--- src/hw/rtl/ccfc_pkg.sv ---
// ----------------------------------------------------------------------------
// ccfc_pkg
// Shared types and constants of the character counting flow control block:
// event and verdict codes, channel payloads and charge fifo control.
// ----------------------------------------------------------------------------
`default_nettype none

package ccfc_pkg;

  // default charge fifo depth
  localparam int unsigned FIFO_DEPTH_DEF = 128;

  // field widths
  localparam int unsigned KIND_W    = 4;
  localparam int unsigned LEN_W     = 10;
  localparam int unsigned LINES_W   = 16;
  localparam int unsigned ECODE_W   = 8;
  localparam int unsigned VERDICT_W = 3;
  localparam int unsigned BYTES_W   = 11;
  localparam int unsigned CHARGE_W  = 11;
  localparam int unsigned LIF_W     = 11;
  localparam int unsigned TCOUNT_W  = 8;

  // configuration port
  localparam int unsigned CFG_IDX_W  = 2;
  localparam int unsigned CFG_DATA_W = 11;

  localparam logic [CFG_IDX_W-1:0] CFG_RX_BUFFER_BYTES = 2'd0;
  localparam logic [CFG_IDX_W-1:0] CFG_TIMEOUT_LIMIT   = 2'd1;

  localparam logic [BYTES_W-1:0]  RX_BUFFER_BYTES_RST = 11'd128;
  localparam logic [TCOUNT_W-1:0] TIMEOUT_LIMIT_RST   = 8'd25;

  // event kinds
  typedef enum logic [KIND_W-1:0] {
    KIND_START       = 4'd0,
    KIND_OFFER       = 4'd1,
    KIND_ACK_OK      = 4'd2,
    KIND_ACK_ERROR   = 4'd3,
    KIND_ALARM       = 4'd4,
    KIND_QUERY_SENT  = 4'd5,
    KIND_STATUS_SEEN = 4'd6,
    KIND_TIMEOUT     = 4'd7,
    KIND_HOLD        = 4'd8,
    KIND_TOOL_ACK    = 4'd9,
    KIND_CLEAR_ERROR = 4'd10,
    KIND_DISCONNECT  = 4'd11
  } kind_t;

  // offer verdicts
  typedef enum logic [VERDICT_W-1:0] {
    VERDICT_NONE    = 3'd0,
    VERDICT_SENT    = 3'd1,
    VERDICT_FULL    = 3'd2,
    VERDICT_TOOL    = 3'd3,
    VERDICT_BLOCKED = 3'd4
  } verdict_t;

  // input item
  typedef struct packed {
    logic [KIND_W-1:0]  kind;
    logic [LEN_W-1:0]   line_length;
    logic               is_tool_change;
    logic [LINES_W-1:0] program_lines;
    logic [ECODE_W-1:0] error_code;
    logic               hold_value;
  } in_data_t;

  // result item
  typedef struct packed {
    logic [VERDICT_W-1:0] verdict;
    logic [LINES_W-1:0]   acked_line_index;
    logic                 ack_is_error;
    logic [ECODE_W-1:0]   failed_error_code;
    logic                 request_soft_reset;
    logic                 stream_active;
    logic                 in_error_state;
    logic                 tool_wait;
    logic [BYTES_W-1:0]   bytes_in_use;
    logic [LIF_W-1:0]     lines_in_flight;
    logic [LINES_W-1:0]   next_send_index;
    logic                 link_lost;
  } out_data_t;

  // charge fifo control, one step at a time
  typedef struct packed {
    logic push;
    logic pop;
    logic clear;
  } fifo_ctl_t;

endpackage

`default_nettype wire

--- src/hw/rtl/ccfc_if.sv ---
// ----------------------------------------------------------------------------
// ccfc_if
// Valid/ready channel interfaces: event input, result output and
// configuration writes.
// ----------------------------------------------------------------------------
`default_nettype none

interface ccfc_in_if import ccfc_pkg::*; ();
  logic     valid;
  logic     ready;
  in_data_t data;

  modport source (output valid, output data, input ready);
  modport sink   (input valid, input data, output ready);
endinterface

interface ccfc_out_if import ccfc_pkg::*; ();
  logic      valid;
  logic      ready;
  out_data_t data;

  modport source (output valid, output data, input ready);
  modport sink   (input valid, input data, output ready);
endinterface

interface ccfc_cfg_if import ccfc_pkg::*; ();
  logic                  valid;
  logic                  ready;
  logic [CFG_IDX_W-1:0]  index;
  logic [CFG_DATA_W-1:0] data;

  modport source (output valid, output index, output data, input ready);
  modport sink   (input valid, input index, input data, output ready);
endinterface

`default_nettype wire

--- src/hw/rtl/ccfc_ram.sv ---
// ----------------------------------------------------------------------------
// ccfc_ram
// Generic single write port, single read port RAM with registered read.
// A read of the address being written returns the old contents.
// ----------------------------------------------------------------------------
`default_nettype none

module ccfc_ram #(
  parameter int unsigned WIDTH = 8,
  parameter int unsigned DEPTH = 16
) (
  input  wire logic                     clk,
  input  wire logic                     wr_en,
  input  wire logic [$clog2(DEPTH)-1:0] wr_addr,
  input  wire logic [WIDTH-1:0]         wr_data,
  input  wire logic [$clog2(DEPTH)-1:0] rd_addr,
  output logic      [WIDTH-1:0]         rd_data
);

  logic [WIDTH-1:0] mem [DEPTH];
  logic [WIDTH-1:0] rd_data_r;

  // write port and registered read port
  always_ff @(posedge clk) begin
    if (wr_en) begin
      mem[wr_addr] <= wr_data;
    end
    rd_data_r <= mem[rd_addr];
  end

  assign rd_data = rd_data_r;

endmodule

`default_nettype wire

--- src/hw/rtl/ccfc_charge_fifo.sv ---
// ----------------------------------------------------------------------------
// ccfc_charge_fifo
// Fifo of per-line byte charges on a RAM. The head entry is read ahead so
// its charge is ready in the cycle of a pop; a push into the head slot is
// forwarded around the RAM.
// ----------------------------------------------------------------------------
`default_nettype none

module ccfc_charge_fifo import ccfc_pkg::*; #(
  parameter int unsigned FIFO_DEPTH = FIFO_DEPTH_DEF,
  localparam int unsigned PTR_W = $clog2(FIFO_DEPTH),
  localparam int unsigned CNT_W = $clog2(FIFO_DEPTH + 1)
) (
  input  wire logic                clk,
  input  wire logic                rst_n,
  input  wire fifo_ctl_t           ctl,
  input  wire logic [CHARGE_W-1:0] push_charge,
  output logic      [CHARGE_W-1:0] head_charge,
  output logic      [CNT_W-1:0]    count
);

  logic [PTR_W-1:0]    head_r, head_nxt;
  logic [CNT_W-1:0]    count_r, count_nxt;
  logic [PTR_W:0]      tail_sum;
  logic [PTR_W-1:0]    tail;
  logic                byp_valid_r;
  logic [CHARGE_W-1:0] byp_data_r;
  logic [CHARGE_W-1:0] rd_data;

  // tail slot, head plus count wrapped at the depth
  always_comb begin
    tail_sum = (PTR_W + 1)'(head_r) + (PTR_W + 1)'(count_r);
    if (tail_sum >= (PTR_W + 1)'(FIFO_DEPTH)) begin
      tail = PTR_W'(tail_sum - (PTR_W + 1)'(FIFO_DEPTH));
    end else begin
      tail = PTR_W'(tail_sum);
    end
  end

  // pointer and count update, clear wins
  always_comb begin
    head_nxt  = head_r;
    count_nxt = count_r;
    if (ctl.clear) begin
      head_nxt  = '0;
      count_nxt = '0;
    end else if (ctl.push) begin
      count_nxt = count_r + 1'b1;
    end else if (ctl.pop) begin
      head_nxt  = (head_r == PTR_W'(FIFO_DEPTH - 1)) ? '0 : head_r + 1'b1;
      count_nxt = count_r - 1'b1;
    end
  end

  always_ff @(posedge clk) begin
    if (!rst_n) begin
      head_r      <= '0;
      count_r     <= '0;
      byp_valid_r <= 1'b0;
    end else begin
      head_r      <= head_nxt;
      count_r     <= count_nxt;
      byp_valid_r <= ctl.push && !ctl.clear && (tail == head_nxt);
    end
  end

  // forwarded charge for a push into the slot being read ahead
  always_ff @(posedge clk) begin
    byp_data_r <= push_charge;
  end

  ccfc_ram #(
    .WIDTH (CHARGE_W),
    .DEPTH (FIFO_DEPTH)
  ) u_ram (
    .clk     (clk),
    .wr_en   (ctl.push),
    .wr_addr (tail),
    .wr_data (push_charge),
    .rd_addr (head_nxt),
    .rd_data (rd_data)
  );

  assign head_charge = byp_valid_r ? byp_data_r : rd_data;
  assign count       = count_r;

  // occupancy stays within the depth
  a_count_bound: assert property (@(posedge clk) disable iff (!rst_n)
    count_r <= CNT_W'(FIFO_DEPTH))
    else $error("charge fifo count above depth");

  // no push into a full fifo
  a_no_overflow: assert property (@(posedge clk) disable iff (!rst_n)
    ctl.push |-> count_r != CNT_W'(FIFO_DEPTH))
    else $error("charge fifo push while full");

  // no pop from an empty fifo
  a_no_underflow: assert property (@(posedge clk) disable iff (!rst_n)
    ctl.pop && !ctl.clear |-> count_r != '0)
    else $error("charge fifo pop while empty");

endmodule

`default_nettype wire

--- src/hw/rtl/char_count_stream_flow_control_unit.sv ---
// ----------------------------------------------------------------------------
// char_count_stream_flow_control_unit
// Path: an event is taken into the input register, then one step of flow
//   control logic writes its result into the result register.
// Throughput: one event per cycle unless the result register stalls, set by
//   the single-step state update and the read-ahead head port of the charge fifo RAM.
// Reset: counters, flags and fifo pointers clear at once; buffer size 128
//   and timeout limit 25; fifo RAM contents are not cleared.
// ----------------------------------------------------------------------------
`default_nettype none

module char_count_stream_flow_control_unit import ccfc_pkg::*; #(
  parameter int unsigned FIFO_DEPTH = FIFO_DEPTH_DEF
) (
  input  wire logic   clk,
  input  wire logic   rst_n,
  ccfc_in_if.sink     in_if,
  ccfc_out_if.source  out_if,
  ccfc_cfg_if.sink    cfg_if
);

  localparam int unsigned CNT_W = $clog2(FIFO_DEPTH + 1);

  // configuration registers
  logic [BYTES_W-1:0]  rx_bytes_r;
  logic [TCOUNT_W-1:0] tlimit_r;

  // input and result registers
  logic      inq_valid_r;
  in_data_t  inq_r;
  logic      out_valid_r;
  out_data_t out_data_r, out_nxt;
  logic      step;

  // flow control state
  logic [BYTES_W-1:0]  used_r, used_nxt;
  logic [LINES_W-1:0]  send_r, send_nxt;
  logic [LINES_W-1:0]  ack_r, ack_nxt;
  logic [LINES_W-1:0]  total_r, total_nxt;
  logic                streaming_r, streaming_nxt;
  logic                held_r, held_nxt;
  logic                tool_r, tool_nxt;
  logic                error_r, error_nxt;
  logic                query_r, query_nxt;
  logic [TCOUNT_W-1:0] tcount_r, tcount_nxt;

  // charge fifo
  fifo_ctl_t           fctl;
  logic [CHARGE_W-1:0] charge;
  logic [CHARGE_W-1:0] head_charge;
  logic [CNT_W-1:0]    fcount, fcount_pop, fcount_nxt;

  // helpers
  logic [BYTES_W:0]    room_sum;
  logic [BYTES_W-1:0]  used_pop;
  logic [LINES_W-1:0]  ack_sat;
  logic [TCOUNT_W-1:0] tcount_inc;
  logic                flight_ovr;
  logic [CNT_W-1:0]    flight_val;

  // handshakes
  assign step         = inq_valid_r && (!out_valid_r || out_if.ready);
  assign in_if.ready  = !inq_valid_r || step;
  assign cfg_if.ready = 1'b1;
  assign out_if.valid = out_valid_r;
  assign out_if.data  = out_data_r;

  // configuration writes
  always_ff @(posedge clk) begin
    if (!rst_n) begin
      rx_bytes_r <= RX_BUFFER_BYTES_RST;
      tlimit_r   <= TIMEOUT_LIMIT_RST;
    end else if (cfg_if.valid) begin
      unique case (cfg_if.index)
        CFG_RX_BUFFER_BYTES: rx_bytes_r <= cfg_if.data;
        CFG_TIMEOUT_LIMIT:   tlimit_r   <= cfg_if.data[TCOUNT_W-1:0];
        default: ;
      endcase
    end
  end

  // shared arithmetic
  assign charge     = {1'b0, inq_r.line_length} + CHARGE_W'(1);
  assign room_sum   = {1'b0, used_r} + {1'b0, charge};
  assign fcount_pop = (fcount != '0) ? fcount - 1'b1 : fcount;
  assign ack_sat    = (ack_r == '1) ? ack_r : ack_r + 1'b1;
  assign tcount_inc = (tcount_r == '1) ? tcount_r : tcount_r + 1'b1;

  always_comb begin
    if (fcount == '0) begin
      used_pop = used_r;
    end else if (used_r >= head_charge) begin
      used_pop = used_r - head_charge;
    end else begin
      used_pop = '0;
    end
  end

  // one event step
  always_comb begin
    used_nxt      = used_r;
    send_nxt      = send_r;
    ack_nxt       = ack_r;
    total_nxt     = total_r;
    streaming_nxt = streaming_r;
    held_nxt      = held_r;
    tool_nxt      = tool_r;
    error_nxt     = error_r;
    query_nxt     = query_r;
    tcount_nxt    = tcount_r;
    fctl          = '0;
    flight_ovr    = 1'b0;
    flight_val    = '0;
    out_nxt       = '0;
    out_nxt.verdict = VERDICT_NONE;

    if (step) begin
      unique case (kind_t'(inq_r.kind))
        KIND_START: begin
          if (!error_r) begin
            total_nxt     = inq_r.program_lines;
            send_nxt      = '0;
            ack_nxt       = '0;
            fctl.clear    = 1'b1;
            used_nxt      = '0;
            held_nxt      = 1'b0;
            tool_nxt      = 1'b0;
            streaming_nxt = inq_r.program_lines != '0;
          end
        end
        KIND_OFFER: begin
          if (!streaming_r || held_r || tool_r || send_r >= total_r) begin
            out_nxt.verdict = VERDICT_BLOCKED;
          end else if (inq_r.is_tool_change) begin
            tool_nxt        = 1'b1;
            out_nxt.verdict = VERDICT_TOOL;
          end else if (room_sum > {1'b0, rx_bytes_r} || fcount == CNT_W'(FIFO_DEPTH)) begin
            out_nxt.verdict = VERDICT_FULL;
          end else begin
            fctl.push       = 1'b1;
            used_nxt        = room_sum[BYTES_W-1:0];
            send_nxt        = send_r + 1'b1;
            out_nxt.verdict = VERDICT_SENT;
          end
        end
        KIND_ACK_OK, KIND_ACK_ERROR: begin
          tcount_nxt               = '0;
          out_nxt.acked_line_index = ack_r;
          if (inq_r.kind == KIND_ACK_ERROR) begin
            out_nxt.ack_is_error      = 1'b1;
            out_nxt.failed_error_code = inq_r.error_code;
          end
          if (inq_r.kind == KIND_ACK_ERROR && streaming_r) begin
            // streaming error: abort and flush
            out_nxt.request_soft_reset = 1'b1;
            flight_ovr    = 1'b1;
            flight_val    = fcount_pop;
            streaming_nxt = 1'b0;
            held_nxt      = 1'b0;
            fctl.clear    = 1'b1;
            used_nxt      = '0;
            error_nxt     = 1'b1;
          end else begin
            fctl.pop = fcount != '0;
            used_nxt = used_pop;
            ack_nxt  = ack_sat;
            // stream ends on the last ack or when all is sent and drained
            if (streaming_r && (ack_sat >= total_r ||
                                (send_r >= total_r && fcount_pop == '0))) begin
              streaming_nxt = 1'b0;
            end
          end
        end
        KIND_ALARM: begin
          tcount_nxt    = '0;
          streaming_nxt = 1'b0;
        end
        KIND_QUERY_SENT: begin
          query_nxt = 1'b1;
        end
        KIND_STATUS_SEEN: begin
          query_nxt  = 1'b0;
          tcount_nxt = '0;
        end
        KIND_TIMEOUT: begin
          if (query_r) begin
            tcount_nxt = tcount_inc;
            if (tcount_inc >= tlimit_r) begin
              streaming_nxt     = 1'b0;
              held_nxt          = 1'b0;
              fctl.clear        = 1'b1;
              used_nxt          = '0;
              query_nxt         = 1'b0;
              tcount_nxt        = '0;
              out_nxt.link_lost = 1'b1;
            end
          end
        end
        KIND_HOLD: begin
          held_nxt = inq_r.hold_value;
        end
        KIND_TOOL_ACK: begin
          // the tool change line itself is skipped
          if (tool_r) begin
            tool_nxt = 1'b0;
            if (send_r < total_r) begin
              send_nxt = send_r + 1'b1;
            end
          end
        end
        KIND_CLEAR_ERROR: begin
          error_nxt = 1'b0;
        end
        KIND_DISCONNECT: begin
          streaming_nxt     = 1'b0;
          held_nxt          = 1'b0;
          fctl.clear        = 1'b1;
          used_nxt          = '0;
          query_nxt         = 1'b0;
          tcount_nxt        = '0;
          error_nxt         = 1'b0;
          out_nxt.link_lost = 1'b1;
        end
        default: ;
      endcase
    end

    // fifo occupancy after the step
    if (fctl.clear) begin
      fcount_nxt = '0;
    end else if (fctl.push) begin
      fcount_nxt = fcount + 1'b1;
    end else if (fctl.pop) begin
      fcount_nxt = fcount - 1'b1;
    end else begin
      fcount_nxt = fcount;
    end

    out_nxt.stream_active   = streaming_nxt;
    out_nxt.in_error_state  = error_nxt;
    out_nxt.tool_wait       = tool_nxt;
    out_nxt.bytes_in_use    = used_nxt;
    out_nxt.lines_in_flight = flight_ovr ? LIF_W'(flight_val) : LIF_W'(fcount_nxt);
    out_nxt.next_send_index = send_nxt;
  end

  ccfc_charge_fifo #(
    .FIFO_DEPTH (FIFO_DEPTH)
  ) u_charge_fifo (
    .clk         (clk),
    .rst_n       (rst_n),
    .ctl         (fctl),
    .push_charge (charge),
    .head_charge (head_charge),
    .count       (fcount)
  );

  // control state and valids
  always_ff @(posedge clk) begin
    if (!rst_n) begin
      inq_valid_r <= 1'b0;
      out_valid_r <= 1'b0;
      used_r      <= '0;
      send_r      <= '0;
      ack_r       <= '0;
      total_r     <= '0;
      streaming_r <= 1'b0;
      held_r      <= 1'b0;
      tool_r      <= 1'b0;
      error_r     <= 1'b0;
      query_r     <= 1'b0;
      tcount_r    <= '0;
    end else begin
      if (in_if.ready) begin
        inq_valid_r <= in_if.valid;
      end
      if (step) begin
        out_valid_r <= 1'b1;
      end else if (out_if.ready) begin
        out_valid_r <= 1'b0;
      end
      used_r      <= used_nxt;
      send_r      <= send_nxt;
      ack_r       <= ack_nxt;
      total_r     <= total_nxt;
      streaming_r <= streaming_nxt;
      held_r      <= held_nxt;
      tool_r      <= tool_nxt;
      error_r     <= error_nxt;
      query_r     <= query_nxt;
      tcount_r    <= tcount_nxt;
    end
  end

  // payload registers
  always_ff @(posedge clk) begin
    if (in_if.ready) begin
      inq_r <= in_if.data;
    end
    if (step) begin
      out_data_r <= out_nxt;
    end
  end

  // a soft reset request always leaves the stream stopped in error state
  a_sreset_error: assert property (@(posedge clk) disable iff (!rst_n)
    out_valid_r && out_data_r.request_soft_reset |->
      out_data_r.in_error_state && !out_data_r.stream_active)
    else $error("soft reset request without error state");

  // a dropped link leaves nothing charged
  a_link_lost_clear: assert property (@(posedge clk) disable iff (!rst_n)
    out_valid_r && out_data_r.link_lost |->
      !out_data_r.stream_active && out_data_r.bytes_in_use == '0 &&
      out_data_r.lines_in_flight == '0)
    else $error("link drop left stream state behind");

  // state moves only on a step
  a_state_hold: assert property (@(posedge clk) disable iff (!rst_n)
    !step |=> $stable(send_r) && $stable(ack_r) && $stable(used_r))
    else $error("flow control state changed without an event");

endmodule

`default_nettype wire

--- src/flat_wrapper.sv ---
// flat-port wrapper written by rule: the top's interface ports become plain ports
module char_count_stream_flow_control_unit_flat import ccfc_pkg::*;
#(
  parameter int unsigned FIFO_DEPTH = FIFO_DEPTH_DEF
)
  (clk, rst_n, in_if_valid, in_if_data, in_if_ready, out_if_valid, out_if_data, out_if_ready, cfg_if_valid, cfg_if_index, cfg_if_data, cfg_if_ready);
  ccfc_in_if in_if_i ();
  ccfc_out_if out_if_i ();
  ccfc_cfg_if cfg_if_i ();
  input  wire logic clk;
  input  wire logic rst_n;
  input wire logic [$bits(in_if_i.valid)-1:0] in_if_valid;
  input wire logic [$bits(in_if_i.data)-1:0] in_if_data;
  output wire logic [$bits(in_if_i.ready)-1:0] in_if_ready;
  output wire logic [$bits(out_if_i.valid)-1:0] out_if_valid;
  output wire logic [$bits(out_if_i.data)-1:0] out_if_data;
  input wire logic [$bits(out_if_i.ready)-1:0] out_if_ready;
  input wire logic [$bits(cfg_if_i.valid)-1:0] cfg_if_valid;
  input wire logic [$bits(cfg_if_i.index)-1:0] cfg_if_index;
  input wire logic [$bits(cfg_if_i.data)-1:0] cfg_if_data;
  output wire logic [$bits(cfg_if_i.ready)-1:0] cfg_if_ready;
  assign in_if_i.valid = in_if_valid;
  assign in_if_i.data = in_if_data;
  assign in_if_ready = in_if_i.ready;
  assign out_if_valid = out_if_i.valid;
  assign out_if_data = out_if_i.data;
  assign out_if_i.ready = out_if_ready;
  assign cfg_if_i.valid = cfg_if_valid;
  assign cfg_if_i.index = cfg_if_index;
  assign cfg_if_i.data = cfg_if_data;
  assign cfg_if_ready = cfg_if_i.ready;
  char_count_stream_flow_control_unit #(.FIFO_DEPTH(FIFO_DEPTH)) u_core (.clk(clk), .rst_n(rst_n), .in_if(in_if_i), .out_if(out_if_i), .cfg_if(cfg_if_i));
endmodule
--- config.mk ---
export PLATFORM = sky130hd
export DESIGN_NAME = char_count_stream_flow_control_unit_flat
export DESIGN_NICKNAME = d
export VERILOG_FILES = /design/src/hw/rtl/ccfc_pkg.sv /design/src/hw/rtl/ccfc_if.sv /design/src/hw/rtl/ccfc_ram.sv /design/src/hw/rtl/ccfc_charge_fifo.sv /design/src/hw/rtl/char_count_stream_flow_control_unit.sv /design/src/flat_wrapper.sv
export SDC_FILE = /design/constraint.sdc
export NUM_CORES = 2
export LEC_CHECK = 0
export BUFFER_PORTS_ARGS = -buffer_cell sky130_fd_sc_hd__buf_4
export CORE_ASPECT_RATIO = 0.5
export CORE_UTILIZATION = 55
export DETAILED_ROUTE_END_ITERATION = 8
export MAX_ROUTING_LAYER = met4
export PLACE_DENSITY_LB_ADDON = 0.3
export SKIP_CTS_REPAIR_TIMING = 1
export SLEW_MARGIN = 20
export SYNTH_ARGS = -nofsm -noshare
export SYNTH_HDL_FRONTEND = slang
export SYNTH_SLANG_ARGS = --single-unit
--- constraint.sdc ---
create_clock -name clk -period 8.15 [get_ports clk]
set_input_delay 0.4075 -clock clk [delete_from_list [all_inputs] [get_ports clk]]
set_output_delay 0.4075 -clock clk [all_outputs]
set_load 0.1 [all_outputs]
==> insert_results.sql <==
INSERT INTO impl_metrics (metric_group, metric, value, unit) VALUES
('final_layout', 'finish.instance_area', '76600', 'µm²'),
('placed_design', 'place_congestion', '0.936', ''),
('sta', 'timing.slew.headroom', '0.245', ''),
('setup_path', 'path_class', 'flop to flop', ''),
('setup_path', 'cp.required', '8.78', 'ns'),
('setup_path', 'worst-endpoint-arrival', '7.30', 'ns'),
('die', 'design.die.area', '126000', 'µm²'),
('placed_design', 'detailed_place.area', '71400', 'µm²'),
('die', 'io-pin-count', '132', ''),
('sta', 'finalWorstSetupSlack', '1.48', 'ns'),
('cts', 'level_count_of_the_clock_h_tree', '4', ''),
('final_layout', 'nNetsFinal', '5761', ''),
('setup_path', 'crit_path_top_delay_cell', 'nand3_1', ''),
('power_and_ir_drop', 'power.ir.vdd_worst', '0.183', 'mV'),
('sta', 'maxSlewViolCount', '0', ''),
('synthesis', 'post_synth_num_cell_types', '83', ''),
('global_routing', 'grt-ovfl-total', '0', ''),
('route', 'route.vias.total', '46514', ''),
('global_routing', 'grt_first_pass_wirelength', '281000', 'µm'),
('cts', 'cts_clk_pin_slew_worst_paths', '0.07', 'ns'),
('synthesis', 'yosys_warnings', '0', ''),
('die', 'core_area', '124000', 'µm²'),
('die', 'floorplan.die.width', '502', 'µm'),
('sta', 'grt_setup_unrepaired', 'false', ''),
('synthesis', 'syn_area', '68700', 'µm²'),
('setup_path', 'timing.critical_path.from_type', 'flop', ''),
('synthesis', 'synth_top_cell_area_share', '0.662', ''),
('route', 'drt-pass1-iter-count', '6', ''),
('synthesis', 'synth_register_bits', '1647', ''),
('die', 'initial_core_util', '0.556', ''),
('setup_path', 'r2r_setup_slack', '1.48', 'ns'),
('synthesis', 'synth_top_cells_by_count', 'edfxtp_1 (1516), nand2_1 (1323), nand3_1 (572)', ''),
('run', 'max-cap-violations', '0', ''),
('route', 'route.detailed.vias_per_inst', '6.28', ''),
('placed_design', 'hpwl', '117000', 'µm'),
('sta', 'holdWs', '0.0575', 'ns'),
('synthesis', 'yosysMostFrequentCell', 'edfxtp_1', ''),
('setup_path', 'timing.critical_path.to_type', 'flop', ''),
('cts', 'cts_max_path_buffers', '3', ''),
('final_layout', 'nFillCells', '9293', ''),
('synthesis', 'synth_async_sr_flop_share', '0', ''),
('synthesis', 'portion_of_the_post_synthesis_area_used_by_sequential_elements', '0.701', ''),
('sta', 'finClkSkew', '0.0301', 'ns'),
('run_status', 'status', 'finished clean', ''),
('synthesis', 'postSynth.topFlopCell', 'edfxtp_1', ''),
('global_routing', 'antenna_found_initial', '8', ''),
('placed_design', 'place.port_buffers', '127', ''),
('setup_path', 'crit_chain', 'ha_1 -> nand2_1 -> nor2_1 -> nand3_1 -> nand2b_1 -> inv_1 -> nand3_1 -> xnor2_1 -> ha_1 -> and3_1 -> a221oi_1 -> o21a_1 -> o21ai_2 -> nor2_4 -> nand3_1 -> buf_4 -> a21oi_1 -> a311oi_1 -> o21ai_1 -> nor2b_1 -> a32oi_1', ''),
('final_layout', 'final_core_utilization', '0.620', ''),
('sta', 'final_hold_viol_count', '0', ''),
('sta', 'report.final.setup_viol', '0', ''),
('worst_hold_path', 'timing.hold.worst.class', 'primary input to flop', ''),
('die', 'die_y', '252', 'µm'),
('synthesis', 'average_cell_area_after_synthesis', '12.4', 'µm²'),
('sta', 'fmax', '150', 'MHz'),
('cts', 'tritoncts', 'done', ''),
('route', 'routed_wire_length_per_instance', '25.9', 'µm'),
('sta', 'worst_pin_slew', '1.13', 'ns'),
('cts', 'cts-buffers-inserted', '144', ''),
('cts', 'clock_sinks', '1647', ''),
('power_and_ir_drop', 'power_density_cells', '218', 'nW/µm²'),
('final_layout', 'syn_to_final_growth', '11.5', '%'),
('setup_path', 'top_cell_by_count_worst_path', 'nand3_1', ''),
('die', 'core.rowCount', '91', ''),
('synthesis', 'synth_edf_count', '1516', ''),
('final_layout', 'drive_above_1_share', '0.0857', ''),
('cts', 'clk_latency', '0.79', 'ns'),
('route', 'route.final.wire_length', '192000', 'µm'),
('synthesis', 'syn_inst', '5533', ''),
('sta', 'layout_min_cycle_time', '6.67', 'ns'),
('setup_path', 'cpPeakStageDelay', '0.79', 'ns');
## final timing paths
kind	from	to	cells past startpoint
setup / recovery	u_core.tcount_r[0]	u_core.u_charge_fifo.u_ram.rd_data[7]	21
hold / removal	out_if_ready	u_core.inq_valid_r	4
setup reg to reg	u_core.tcount_r[0]	u_core.u_charge_fifo.u_ram.rd_data[7]	21
hold reg to reg	u_core.total_r[5]	u_core.total_r[5]	2
## cell type report
class / count / area [µm²] / area share
antenna: 6 / 15.0 / 0.000196
clock buffer: 180 / 3820 / 0.0499
clock inverter: 85 / 803 / 0.0105
inverter: 64 / 244 / 0.00318
multi-input combinational: 3487 / 19200 / 0.251
sequential: 1647 / 48100 / 0.628
tap: 1674 / 2090 / 0.0273
timing repair buffer: 266 / 2300 / 0.0301
## sequential cells by signal, indices dropped and copies added, names as in the netlist, 7 cells and up
register	flops
u_core.tcount_r	8
u_core.tlimit_r	8
u_core.send_r	16
u_core.rx_bytes_r	11
u_core.u_charge_fifo.u_ram.rd_data	11
u_core.u_charge_fifo.byp_data_r	11
u_core.used_r	11
u_core.total_r	16
u_core.u_charge_fifo.head_r	7
u_core.u_charge_fifo.u_ram.mem	1408
u_core.out_if.data	68
u_core.u_charge_fifo.count	8
u_core.inq_r	40
u_core.ack_r	16
## worst max-delay path: cells and delay by family, from the launching register on
| kind | cells | cell delay, ns |
|---|---|---|
| AOI/OAI and AO/OA | 7 | 2.11 |
| xor gates and xnor gates | 1 | 0.15 |
| adders and majority gates | 2 | 0.50 |
| buffers and inverters | 2 | 0.58 |
| DFF | 1 | 0.40 |
| and+or+nand+nor | 9 | 2.75 |
## report_power, final
part / internal, W / leakage [nW] / switching (W)
Sequential: 0.00930 / 14.9 / 0.0000235
Combinational: 0.000106 / 9.72 / 0.000430
Clock: 0.00374 / 2.26 / 0.00311
## metrics by stage
stage	total power, W	cells
floorplan	0.00980	5535
global placement	0.0100	7082
detailed placement	0.0100	7082
CTS	0.0167	7347
global route	0.0171	7408
finish	0.0167	7409
## placed cells by master, fill, tap and decap left out, types with 34 or more instances in the layout
cell type,count
edfxtp_1,1516
nand2_1,1321
nand3_1,571
nor2_1,249
buf_4,198
a21oi_1,180
clkbuf_16,148
a31oi_1,141
dfxtp_1,131
mux2i_1,94
ha_1,89
and3_1,83
o21ai_0,67
inv_1,61
dlygate4sd3_1,55
a21o_1,43
a22oi_1,37
a32oi_1,36
nor3_1,34
## logic make-up after synthesis
group | Yosys count | synth area share
simple gates | 2425 | 0.153
flops | 1647 | 0.701
compound gates | 783 | 0.0780
buf+inv | 401 | 0.0247
mux | 122 | 0.0183
fa+ha+maj | 93 | 0.0173
xor+xnor | 60 | 0.00765
other cells | 2 | 0.000109
## per-layer routing
metal  up-vias  wire (µm)  global-route usage
li1      20580          -                   -
met2      2703      87700               0.467
met3       389      20700              0.0613
met4         0       6380               0.109
met1     22842      76900               0.423
met5         -          0                   -
Power figures use the tool's default switching activity.
